===== src/sv/trcr_pkg.sv =====
// ----------------------------------------------------------------------------
// trcr_pkg: shared types and constants of the triangle coverage rasterizer
// Operation codes, controller states, controller/datapath command and status
// structs, and the fixed arithmetic widths of the edge-function datapath.
// ----------------------------------------------------------------------------
package trcr_pkg;

	// default grid edge in pixels (range 2 to 1024)
	localparam int GRID_DEF = 256;

	// vertex coordinate width, 32768 = 1.0
	localparam int CW = 16;
	// multiplier operand A: difference of two coordinates
	localparam int MAW = CW + 1;
	// multiplier operand B: pixel center minus scaled vertex (max grid 1024)
	localparam int PXW = 27;
	localparam int MBW = PXW + 1;
	localparam int PW = MAW + MBW;
	// edge function accumulator
	localparam int EW = 48;
	// covered pixel count
	localparam int CNTW = 17;
	localparam logic [CNTW-1:0] COUNT_MAX = {CNTW{1'b1}};
	// bounding box product width: coordinate times grid
	localparam int BBW = 27;

	// half-float blue values
	localparam logic [15:0] HALF_ONE = 16'h3C00;
	localparam logic [15:0] HALF_HALF = 16'h3800;

	// number of multiplier issue steps in setup; a drain step follows them
	localparam int MUL_STEPS = 8;
	localparam int STEPW = 4;

	typedef enum logic [1:0] {
		OP_DRAW  = 2'd0,
		OP_READ  = 2'd1,
		OP_CLEAR = 2'd2,
		OP_NONE  = 2'd3
	} op_t;

	typedef enum logic [2:0] {
		ST_BOOT,
		ST_IDLE,
		ST_SETUP,
		ST_WALK,
		ST_RD,
		ST_CLR,
		ST_DONE
	} state_t;

	typedef struct packed {
		logic       load;
		logic       mul_en;
		logic [2:0] mul_sel;
		logic       walk_en;
		logic       clr_en;
		logic       rd_en;
		logic       res_load;
	} ctl_cmd_t;

	typedef struct packed {
		op_t  op;
		logic area_zero;
		logic box_ok;
		logic walk_last;
		logic clr_last;
	} ctl_sts_t;

endpackage


===== src/sv/trcr_ctrl.sv =====
// ----------------------------------------------------------------------------
// trcr_ctrl: rasterizer controller
// Sequences the boot clear, setup multiplies, pixel walk, bitmap read and
// bitmap clear, and owns the input and output handshakes.
// ----------------------------------------------------------------------------
module trcr_ctrl import trcr_pkg::*; (
	input  logic       clk,
	input  logic       arst_n,
	input  logic       in_valid,
	input  logic [1:0] operation,
	output logic       in_stall,
	output logic       out_valid,
	input  logic       out_stall,
	output ctl_cmd_t   cmd,
	input  ctl_sts_t   sts
);

	state_t            state_q, state_nx;
	logic [STEPW-1:0]  step_q;
	logic              out_valid_q;
	logic              out_free;

	assign out_free  = !out_valid_q || !out_stall;
	assign in_stall  = (state_q != ST_IDLE);
	assign out_valid = out_valid_q;

	// next state
	always_comb begin
		state_nx = state_q;
		case (state_q)
			ST_BOOT: begin
				if (sts.clr_last) state_nx = ST_IDLE;
			end
			ST_IDLE: begin
				if (in_valid) begin
					case (op_t'(operation))
						OP_DRAW:  state_nx = ST_SETUP;
						OP_READ:  state_nx = ST_RD;
						OP_CLEAR: state_nx = ST_CLR;
						default:  state_nx = ST_DONE;
					endcase
				end
			end
			ST_SETUP: begin
				if (step_q == STEPW'(MUL_STEPS)) begin
					state_nx = (sts.area_zero || !sts.box_ok) ? ST_DONE : ST_WALK;
				end
			end
			ST_WALK: begin
				if (sts.walk_last) state_nx = ST_DONE;
			end
			ST_RD: begin
				state_nx = ST_DONE;
			end
			ST_CLR: begin
				if (sts.clr_last) state_nx = ST_DONE;
			end
			ST_DONE: begin
				if (out_free) state_nx = ST_IDLE;
			end
			default: begin
				state_nx = ST_IDLE;
			end
		endcase
	end

	// command outputs
	always_comb begin
		cmd = '0;
		case (state_q)
			ST_BOOT: begin
				cmd.clr_en = 1'b1;
			end
			ST_IDLE: begin
				cmd.load = in_valid;
			end
			ST_SETUP: begin
				cmd.mul_en  = (step_q < STEPW'(MUL_STEPS));
				cmd.mul_sel = step_q[2:0];
			end
			ST_WALK: begin
				cmd.walk_en = 1'b1;
			end
			ST_RD: begin
				cmd.rd_en = 1'b1;
			end
			ST_CLR: begin
				cmd.clr_en = 1'b1;
			end
			ST_DONE: begin
				cmd.res_load = out_free;
			end
			default: begin
				cmd = '0;
			end
		endcase
	end

	// state, setup step and output valid
	always_ff @(posedge clk or negedge arst_n) begin
		if (!arst_n) begin
			state_q     <= ST_BOOT;
			step_q      <= '0;
			out_valid_q <= 1'b0;
		end else begin
			state_q <= state_nx;
			step_q  <= (state_q == ST_SETUP) ? step_q + 1'b1 : '0;
			if (cmd.res_load) begin
				out_valid_q <= 1'b1;
			end else if (!out_stall) begin
				out_valid_q <= 1'b0;
			end
		end
	end

	// an accepted item always leaves idle
	a_accept_leaves_idle: assert property (@(posedge clk) disable iff (!arst_n)
		(in_valid && !in_stall) |=> (state_q != ST_IDLE))
		else $error("accepted item did not start work");

	// a result never overwrites one that is still held by the receiver
	a_no_result_overwrite: assert property (@(posedge clk) disable iff (!arst_n)
		cmd.res_load |-> out_free)
		else $error("result register loaded while stalled");

	// the walk runs only for a draw with a nondegenerate triangle whose box corner is on the grid
	a_walk_draw_only: assert property (@(posedge clk) disable iff (!arst_n)
		cmd.walk_en |-> (sts.op == OP_DRAW && !sts.area_zero && sts.box_ok))
		else $error("pixel walk for a non-drawing item");

	// the bitmap is never written while a read is issued
	a_rd_clr_excl: assert property (@(posedge clk) disable iff (!arst_n)
		cmd.rd_en |-> !(cmd.clr_en || cmd.walk_en))
		else $error("bitmap read overlaps a write phase");

endmodule


===== config.mk =====
export PLATFORM = sky130hd
export DESIGN_NAME = trcr_ctrl
export DESIGN_NICKNAME = d
export VERILOG_FILES = /design/src/sv/trcr_pkg.sv /design/src/sv/trcr_ctrl.sv
export SDC_FILE = /design/constraint.sdc
export NUM_CORES = 1
export LEC_CHECK = 0
export BUFFER_PORTS_ARGS = -buffer_cell sky130_fd_sc_hd__buf_2
export CAP_MARGIN = 0
export CORE_MARGIN = 2
export CORE_UTILIZATION = 34
export DETAILED_ROUTE_END_ITERATION = 8
export GPL_TIMING_DRIVEN = 0
export PLACE_DENSITY = 0.61
export SYNTH_ARGS = -nofsm -noshare
export SYNTH_HDL_FRONTEND = slang
export SYNTH_SLANG_ARGS = --single-unit

===== constraint.sdc =====
create_clock -name clk -period 1.4 [get_ports clk]
set_clock_uncertainty 0.05 [all_clocks]
set_input_delay 0.07 -clock clk [delete_from_list [all_inputs] [get_ports clk]]
set_output_delay 0.07 -clock clk [all_outputs]
set_load 0.05 [all_outputs]

* After elaboration in Yosys (flattened, before gate mapping)
Index checks and enable logic that the tools add are counted.
** Word-level totals
- Register bits :: 8
- Input bits :: 12
- Output and inout port bits :: 11
** Cells by class
- $add $sub $neg :: 1
- $lt $le $gt $ge :: 1
- Equal/unequal tests :: 17
- Multiplexer cells :: 18
- Reduce and logical (&&, ||, !) cells :: 9
** Operator list (count)
- 2-to-1 mux 3 bit :: 7
- one-hot mux 3 bit (7 select lines) :: 1
- != test 2 bit (second input constant) :: 6
- equality test 3 bit (second input constant) :: 3
- one-hot mux 3 bit (3 select lines) :: 1
- 2-to-1 mux 4 bit :: 2
- 2-to-1 mux 1 bit :: 7
- equality test 3 x 2 -> 1 bit (second input constant) :: 2
- AND reduction 6 bit :: 1
- adder 4 x 1 -> 4 bit (second input constant) :: 1
- equality test 4 bit (second input constant) :: 1
- < comparator 4 bit (second input constant) :: 1
- equality test 3 x 1 -> 1 bit (second input constant) :: 1
- logical NOT 1 bit :: 3
- logical NOT 3 bit :: 1
- != test 3 x 1 -> 1 bit (second input constant) :: 1
- equality test 2 x 1 -> 1 bit (second input constant) :: 1
- equality test 2 bit (second input constant) :: 1
- logical NOT 2 bit :: 1
- logical OR 1 bit :: 2
- != test 2 x 1 -> 1 bit (second input constant) :: 1
- OR reduction 2 bit :: 1

* Logic depth before layout (Yosys ltp)
Gate-level depths: netlist (run 1).
- Depth after elaboration :: 5
- Mapped depth :: 6

* Least setup slack after synthesis (run 1)
No wires, ideal clock.
- Kind :: register to output
- From :: register state_q[0]
- To :: output port cmd[8] in the netlist's numbering
- Arrival :: 1.860 ns
- Required time :: 1.280 ns
- Setup slack :: -0.580 ns
- Stages on the path, launching flop included :: 5
- Buffers on the path :: 2
- Path through :: dfrtp_1 > buf_6 > buf_2 > nand3b_1 > nor2_1
** RTL lines
- start: declaration :: line trcr_ctrl.sv:18 : state_t state_q, state_nx;
- start signal: assignment :: line trcr_ctrl.sv:106 : state_q <= state_nx;
- end: declaration :: line trcr_ctrl.sv:14 : output ctl_cmd_t cmd,

==> impl_metrics.tcl, run 1 <==
set metrics [dict create \
    yosys.area.top_type "dfrtp_1" \
    seq_area_frac_synth 0.314 \
    synth_edf_count 0 \
    die_w_um 47.3 \
    diodes 0 \
    wl_met2_um 743 \
    antenna_found_initial 0 \
    synth.avg_cell_area_um2 8.38 \
    fin_cells 137 \
    syn_area_um2 637 \
    place_inst 121 \
    fin_ws_ns -0.0793 \
    clock_latency_ns 0.25 \
    cts_tree "yes" \
    synth.distinct_cells 28 \
    slew_headroom 0.850 \
    drt-pass1-iter-count 4 \
    synthToLayoutAreaGrowth_pct 64.6 \
    final_area_um2 1050 \
    synth_ff_type "dfrtp_1" \
    status "finished with violations" \
    async_flop_share 1.00 \
    drc 0 \
    wl_per_cell_um 11.2 \
    io_pins 23 \
    p_sw_frac 0.479 \
    endpoint "cmd[6]" \
    dieArea_um2 2240 \
    cp_max_fo 7 \
    drv_cap 0 \
    finalCritPeriodShare 1.06 \
    globalRoute.totalOverflow 0 \
    violations "setup timing" \
    grt_util_all_layers 0.148 \
    worst_setup_path_end_kind "output pin" \
    ir_drop_mv 1.58 \
    clockRootBuffer "clkbuf_4" \
    wl_met1_um 706 \
    r2r-start "step_q[0]" \
    drive_gt1_frac 0.545 \
    rrSetupSlack_ns -0.02 \
    ys_warn_count 0 \
    critical_path_class "flip-flop to output pin" \
    ant_nets 0 \
    fillers 152 \
    grt_pass1_vias 569 \
    worstPathArrival_ns 1.36 \
    postPlaceCellArea_um2 793 \
    fp.dieH_um 47.3 \
    startpoint "state_q[2]" \
    syn-num-nets 92 \
    routabilityCongestion 0.766 \
    cts_max_level 1 \
    r2r_cells 6 \
    ys_top_cells_by_area "dfrtp_1 31%, ha_1 7.9%, nor2_1 6.5%" \
    via_per_inst 4.69 \
    io_buffer_count 20 \
    yosysTopAreaCellShare 0.314 \
    routed_wl_um 1530 \
    grt_pass1_wl_um 2410 \
    hpwl_um 1030 \
    syn_inst 76 \
    drv_slew 0 \
    drtIter0Drc 13 \
    wl_met3_um 62 \
    clock_path_buffers 2 \
    reg2reg_to "state_q[2]" \
    vias 642 \
    min_path_type "primary input to flip-flop" \
    path_clk_slew_ns 0.06 \
    highest_layer "met4" \
    final-setup-viol-count 8 \
    required_ns 1.28 \
    hold_viol 0 \
    pwr-share-comb 0.752 \
    power_frac_seq 0.167 \
    fmax_mhz 676 \
    synth_most_common_cell "nor2_1" \
    coreArea_um2 1750 \
    cts_buffers 3 \
    rsz0062_at_grt "true" \
    p_switching_mw 1.14 \
    power_density_nw_per_um2 2270 \
    initial_core_util 0.365 \
    worstSetupStartpointType "flip-flop" \
    nNetsFinal 129 \
    p_leak_nw 0.492 \
    synth_seq_cells 8 \
    tightestPinTransition_ns 0.223 \
    clockPowerShare 0.081 \
    grt_max_degree 11 \
    netlist_top_cells_count "11 x nor2_1, 8 x dfrtp_1, 8 x inv_1, 5 x nand2_1, 5 x o21ai_0" \
    internal_power_mw 1.24 \
    clock_sinks 8 \
    rows 15 \
    finalCriticalPeriod_ns 1.48 \
]
## flip-flops by register name, indices dropped and copies added (netlist names)
name       flops
state_q        3
step_q         4
out_valid      1
## per-layer routing
metal  vias to the layer above  global-route usage
met5                         -                   0
met4                         0              0.0167
met2                        16               0.254
li1                        324                   -
met3                         2              0.0115
met1                       300               0.207
## final cells by class
type | instances | area, um^2 | share of cell area
plain buffers | 3 | 33.8 | 0.0322
flip-flops and latches | 8 | 203 | 0.193
multi-input cells | 56 | 447 | 0.426
clock buffers | 4 | 26.3 | 0.0251
well taps | 25 | 31.3 | 0.0298
repair buffers | 33 | 278 | 0.265
inverters | 8 | 30.0 | 0.0286
## cells in the final DEF, fill, tap and decap left out, drive strengths merged, types with 2 or more instances in the layout
master | netlist | routed
a21oi | 4 | 4
and2 | 4 | 4
buf | 4 | 35
clkbuf | 0 | 4
dfrtp | 8 | 8
ha | 4 | 4
inv | 8 | 8
nand2 | 5 | 5
nand3b | 3 | 3
nor2 | 11 | 11
nor2b | 2 | 2
o21ai | 6 | 6
o2bb2ai | 2 | 2
o31ai | 3 | 3
xor2 | 2 | 2
## worst min path at each step
stage	start	end	slack, ns	cells past startpoint
global route	out_stall	out_valid	0.07	3
floorplan	arst_n	out_valid	-0.28	0
CTS	out_stall	out_valid	0.06	3
finish	out_stall	out_valid	0.05	3
global placement	arst_n	step_q[0]	-0.13	1
detailed placement	arst_n	step_q[0]	-0.13	1
## logic make-up (layout without fill, tap and decap cells)
kind of cell    after synthesis  after routing  synth area share
flops                         8              8             0.314
simple gates                 32             32             0.261
buf+inv                      12             48             0.108
xor+xnor                      3              3            0.0413
fa+ha+maj                     4              4            0.0786
compound gates               16             16             0.181
mux                           1              1            0.0157
## power by group through the flow
| stage | combinational, mW | clock [mW] | sequential [mW] |
|---|---|---|---|
| after global routing | 1.91 | 0.214 | 0.409 |
| after floorplan | 1.04 | 0 | 0.413 |
| after detailed placement | 1.32 | 0 | 0.376 |
| after global placement | 1.31 | 0 | 0.373 |
| final | 1.79 | 0.192 | 0.398 |
| after CTS | 1.65 | 0.192 | 0.371 |
## timing repair
action	CTS	global route
setup buffers	8	4
endpoints found under the setup margin	12	13
pin swaps	4	6
endpoints found under the hold margin	8	0
hold buffers	1	0
gates resized for setup	24	16
## per-stage QoR
step	setup TNS, ns	worst slack (ns)	hold slack, ns	util	total power [mW]
global placement	-0.162	-0.0866	-0.129	0.454	1.69
floorplan	-0.402	-0.248	-0.276	-	1.45
CTS	-0.426	-0.0923	0.0562	0.553	2.21
finish	-0.372	-0.0793	0.0525	0.601	2.38
global route	-1.01	-0.141	0.0654	0.601	2.53
detailed placement	-0.225	-0.117	-0.126	0.454	1.70
## worst max-delay path, stage by stage (launching register included)
cell and delay (ns):
dfrtp_1 0.39, and2b_4 0.29, nor2b_4 0.15, and2_4 0.14, buf_8 0.13
Power figures use the tool's default switching activity.
==> run 2: changes to the inputs <==
--- a/config.mk
+++ b/config.mk
@@ -9,6 +9,7 @@
 export CAP_MARGIN = 0
 export CORE_MARGIN = 2
 export CORE_UTILIZATION = 34
+export CTS_BUF_LIST = sky130_fd_sc_hd__clkbuf_16
 export DETAILED_ROUTE_END_ITERATION = 8
 export GPL_TIMING_DRIVEN = 0
 export PLACE_DENSITY = 0.61
==> constraint.sdc (replaced) <==
create_clock -name clk -period 1.4 [get_ports clk]
set_clock_uncertainty 0.05 [all_clocks]
set_input_delay 0.21 -clock clk [delete_from_list [all_inputs] [get_ports clk]]
set_output_delay 0.21 -clock clk [all_outputs]
set_load 0.05 [all_outputs]
==> run 2 against run 1 <==
The run still ends with setup timing left; via count grew 1.4%; combinational power grew 12%; setup slack lost 0.12 ns; sequential power shrank 7.0%; total power grew 20%; final cell count grew 1.5%; flip-flop and latch count is the same; routed wire length grew 5.5%.
==> impl_metrics.tcl, run 2 (synthesis results as in run 1) <==
set metrics [dict create \
    clock_path_buffers 2 \
    tightestPinTransition_ns 0.305 \
    critical_path_class "flip-flop to output pin" \
    via_per_inst 4.68 \
    seq_area_um2 201 \
    largest-register "step_q" \
    ant_nets 0 \
    grt_pass1_vias 602 \
    p_switching_mw 1.20 \
    hpwl_um 1020 \
    cts_buffers 3 \
    post-place-ws_ns -0.152 \
    pwr-share-comb 0.699 \
    worstPathArrival_ns 1.34 \
    routed_wl_um 1610 \
    clockPowerShare 0.172 \
    wl_per_cell_um 11.6 \
    finalCriticalPeriod_ns 1.60 \
    die_w_um 47.3 \
    antenna_found_initial 0 \
    grt_max_degree 11 \
    fp.dieH_um 47.3 \
    finalSetupTns_ns -1.56 \
    min_path_type "primary input to flip-flop" \
    synthToLayoutAreaGrowth_pct 81.7 \
    cts_tree "yes" \
    hold_viol 0 \
    postPlaceCellArea_um2 817 \
    grt_pass1_wl_um 2530 \
    drc 0 \
    final_area_um2 1160 \
    fin_cells 139 \
    drt-pass1-iter-count 4 \
    dieArea_um2 2240 \
    vias 651 \
    ir_drop_mv 1.21 \
    violations "setup timing" \
    worst_setup_path_end_kind "output pin" \
    clock_sinks 8 \
    diodes 0 \
    p_sw_frac 0.419 \
    cts_max_level 1 \
    io_pins 23 \
    drv_slew 0 \
    final-setup-viol-count 12 \
    nNetsFinal 131 \
    rows 15 \
    io_buffer_count 20 \
    clockRootBuffer "clkbuf_16" \
    slew_headroom 0.795 \
    finalCritPeriodShare 1.14 \
    required_ns 1.14 \
    mostFrequentLayoutCells "11 x buf_4, 10 x buf_2, 9 x inv_1, 9 x buf_6, 7 x dfrtp_1" \
    worstSetupStartpointType "flip-flop" \
    drtIter0Drc 13 \
    cp_max_fo 4 \
    fmax_mhz 627 \
    path_clk_slew_ns 0.04 \
    power_density_nw_per_um2 2480 \
    power_frac_seq 0.129 \
    fillers 134 \
    globalRoute.totalOverflow 0 \
    drv_cap 0 \
    routabilityCongestion 0.758 \
    initial_core_util 0.365 \
    place_inst 121 \
    drive_gt1_frac 0.518 \
    final_common_cell "buf_4" \
    largest_register_ffs 4 \
    multi_input_area_um2 449 \
    coreArea_um2 1750 \
    clock_latency_ns 0.23 \
    p_leak_nw 0.551 \
    status "finished with violations" \
    grt_util_all_layers 0.174 \
    rsz0062_at_grt "true" \
    fin_ws_ns -0.196 \
    internal_power_mw 1.67 \
]
## run 2: cell types whose count changed in the layout (fill, tap and decap cells not counted), moves of 2 or more
cell       previous run  this run
inv_1                 6         9
clkbuf_16             0         3
nor2_4                1         5
buf_8                 2         6
clkbuf_4              3         0
buf_6                13         9
inv_2                 2         0
nor2_2                4         0
## run 2: metrics by stage
stage / power, mW / hold WS (ns) / util
floorplan: 1.49 / -0.136 / -
global placement: 1.73 / 0.0112 / 0.468
detailed placement: 1.73 / 0.0136 / 0.468
CTS: 2.75 / 0.216 / 0.632
global route: 3.02 / 0.260 / 0.663
finish: 2.87 / 0.238 / 0.663
## run 2: worst paths after layout
path | endpoint | cells past startpoint | from | slack [ns]
max in group asynchronous | out_valid | 2 | arst_n | 0.82
max | cmd[6] | 4 | state_q[2] | -0.20
min | out_valid | 3 | out_stall | 0.24
min in group asynchronous | state_q[2] | 2 | arst_n | 0.29
max reg2reg | state_q[2] | 6 | state_q[2] | -0.07
min reg2reg | step_q[0] | 1 | step_q[0] | 0.43
## run 2: critical path: stages (launching register included)
cell and delay, ns:
dfrtp_1 0.38, and2b_4 0.29, nor2b_4 0.15, and2_4 0.15, buf_8 0.13
## run 2: timing repair
action	in CTS	in global routing
gates resized for setup	29	8
endpoints found under the setup margin	12	13
buffers inserted	9	3
endpoints found under the hold margin	8	0
cloned	1	0
hold buffers	1	0
pin swaps	4	3
## run 2: power groups by stage
stage               Combinational (mW)  Clock [mW]  Sequential (mW)
floorplan                         1.08           0            0.413
detailed placement                1.36           0            0.374
global placement                  1.35           0            0.371
CTS                               1.88       0.505            0.368
finish                            2.00       0.493            0.370
global route                      2.13       0.511            0.382
## run 2: layout make-up
cell class | instances | area share
plain buffers | 4 | 0.0422
clock buffers | 3 | 0.0649
clock inverters | 1 | 0.00324
inverters | 8 | 0.0259
multi-input cells | 56 | 0.388
flip-flops and latches | 8 | 0.174
well taps | 25 | 0.0270
repair buffers | 34 | 0.275
## run 2: metal layers
layer	vias to the layer above	share of wire	track usage
met5	-	0	0
met4	0	0.030	0.133
met3	5	0.034	0.0385
met2	18	0.49	0.259
met1	301	0.44	0.215
li1	327	-	-
==> run 3: changes to the inputs <==
--- a/config.mk
+++ b/config.mk
@@ -8,11 +8,11 @@
 export BUFFER_PORTS_ARGS = -buffer_cell sky130_fd_sc_hd__buf_2
 export CAP_MARGIN = 0
 export CORE_MARGIN = 2
-export CORE_UTILIZATION = 34
+export CORE_UTILIZATION = 42
 export CTS_BUF_LIST = sky130_fd_sc_hd__clkbuf_16
 export DETAILED_ROUTE_END_ITERATION = 8
 export GPL_TIMING_DRIVEN = 0
-export PLACE_DENSITY = 0.61
+export PLACE_DENSITY = 0.72
 export SYNTH_ARGS = -nofsm -noshare
 export SYNTH_HDL_FRONTEND = slang
 export SYNTH_SLANG_ARGS = --single-unit
==> run 3 against run 2 <==
The flow still finishes with violations (setup timing); combinational power shrank 9%; total power shrank 5.4%; sequential share of layout area grew 1.2 points; largest cell class unchanged.
==> impl_metrics.tcl, run 3 (synthesis results as in run 1) <==
set metrics [dict create \
    status "finished with violations" \
    violations "setup timing" \
    pwr-share-comb 0.672 \
    via_per_inst 5.15 \
    globalRoute.totalOverflow 0 \
    clock_path_buffers 2 \
    grt_max_degree 11 \
    routed_wl_um 1680 \
    total_power_mw 2.71 \
    grt_util_all_layers 0.204 \
    worstPathArrival_ns 1.36 \
    fmax_mhz 616 \
    critical_path_class "flip-flop to output pin" \
    p_switching_mw 1.21 \
    clock_latency_ns 0.23 \
    die_w_um 42.9 \
    cp_cell_sequence "and2b_4, nor2b_4, and2_4, buf_8" \
    drv_cap 0 \
    hpwl_um 1000 \
    r2r_cells 6 \
    post-place-ws_ns -0.161 \
    largest_register_ffs 4 \
    postPlaceCellArea_um2 806 \
    clock_sinks 8 \
    ant_nets 0 \
    cts_buffers 3 \
    antenna_found_initial 0 \
    grt_pass1_vias 641 \
    io_pins 23 \
    tightestPinTransition_ns 0.292 \
    clockPowerShare 0.181 \
    finalSetupTns_ns -1.63 \
    cp_max_fo 6 \
    whs_ns 0.236 \
    power_density_nw_per_um2 2490 \
    post-route-util 0.741 \
    drc 0 \
    fin_cells 128 \
    required_ns 1.14 \
    fin_ws_ns -0.224 \
    min_path_type "primary input to flip-flop" \
    place_inst 112 \
    max_stage_delay_ns 0.37 \
    largest-register "step_q" \
    nNetsFinal 129 \
    rows 14 \
    path_clk_slew_ns 0.04 \
    cts_max_level 1 \
    fp.dieH_um 42.9 \
    wl_per_cell_um 13.1 \
    worst_setup_path_end_kind "output pin" \
    finalCritPeriodShare 1.16 \
    power_frac_seq 0.147 \
    dieArea_um2 1840 \
    slew_headroom 0.804 \
    synthToLayoutAreaGrowth_pct 71.1 \
    slowest_stage "dfrtp_1" \
    vias 659 \
    clockRootBuffer "clkbuf_16" \
    coreArea_um2 1470 \
    drtIter0Drc 8 \
    final_area_um2 1090 \
    initial_core_util 0.433 \
    rsz0062_at_grt "true" \
    mostFrequentLayoutCells "12 x buf_4, 10 x buf_2, 9 x inv_1, 9 x buf_6" \
    routabilityCongestion 0.824 \
    drv_slew 0 \
    hold_viol 0 \
    p_leak_nw 0.519 \
    internal_power_mw 1.51 \
    worstSetupStartpointType "flip-flop" \
    p_sw_frac 0.445 \
    finalCriticalPeriod_ns 1.62 \
    cts_tree "yes" \
    drive_gt1_frac 0.527 \
    ir_drop_mv 1.62 \
    grt_pass1_wl_um 2740 \
    hold_depth 3 \
    io_buffer_count 20 \
    drt-pass1-iter-count 4 \
    final_common_cell "buf_4" \
    final-setup-viol-count 12 \
    diodes 0 \
]
-- run 3: cell types whose count changed in the layout (fill, tap and decap cells not counted), sizes merged --
cell / previous run / this run
buf: 36 / 35
bufbuf: 1 / 0
-- run 3: area by class of cell --
cell class / count / area [um^2]
clock buffer: 3 / 75.1
fill: 100 / 382
tap: 16 / 20.0
clock inverter: 1 / 3.75
multi-input combinational: 56 / 447
sequential: 8 / 203
inverter: 8 / 30.0
buffer: 3 / 37.5
timing repair buffer: 33 / 274
-- run 3: final timing paths --
check / start / endpoint / slack (ns)
worst max-delay path: state_q[2] / cmd[6] / -0.22
worst min-delay path: sts[1] / state_q[0] / 0.24
worst max register to register: step_q[0] / state_q[0] / -0.07
worst min register to register: step_q[0] / step_q[0] / 0.45
max in group asynchronous: arst_n / state_q[0] / 0.81
min in group asynchronous: arst_n / state_q[2] / 0.30
-- run 3: timing repair --
action                                  4_1_cts  5_1_grt
cloned                                        0        0
hold endpoints to repair                      8        0
pin swaps                                     4        1
hold buffers                                  1        0
resized for setup                            29        6
buffers inserted                              9        3
endpoints found under the setup margin       12       13
-- run 3: power groups by stage --
stage	logic, mW	registers [mW]	clock network, mW
global placement	1.34	0.371	0
floorplan	1.08	0.413	0
detailed placement	1.36	0.374	0
CTS	1.76	0.369	0.494
global route	1.95	0.406	0.513
finish	1.82	0.399	0.490
-- run 3: worst max-delay path, delay by kind of cell, from the launching register on --
family / cells / cell delay [ns]
buffers and inverters: 1 / 0.13
DFF: 1 / 0.37
and+or+nand+nor: 3 / 0.62
-- run 3: routing by layer --
metal / part of all wire / GRT usage / vias up / routed length [um]
met3: 0.038 / 0.0383 / 4 / 64
li1: - / - / 324 / -
met4: 0.024 / 0.109 / 0 / 40
met5: 0 / 0 / - / 0
met2: 0.51 / 0.352 / 21 / 857
met1: 0.43 / 0.235 / 310 / 719
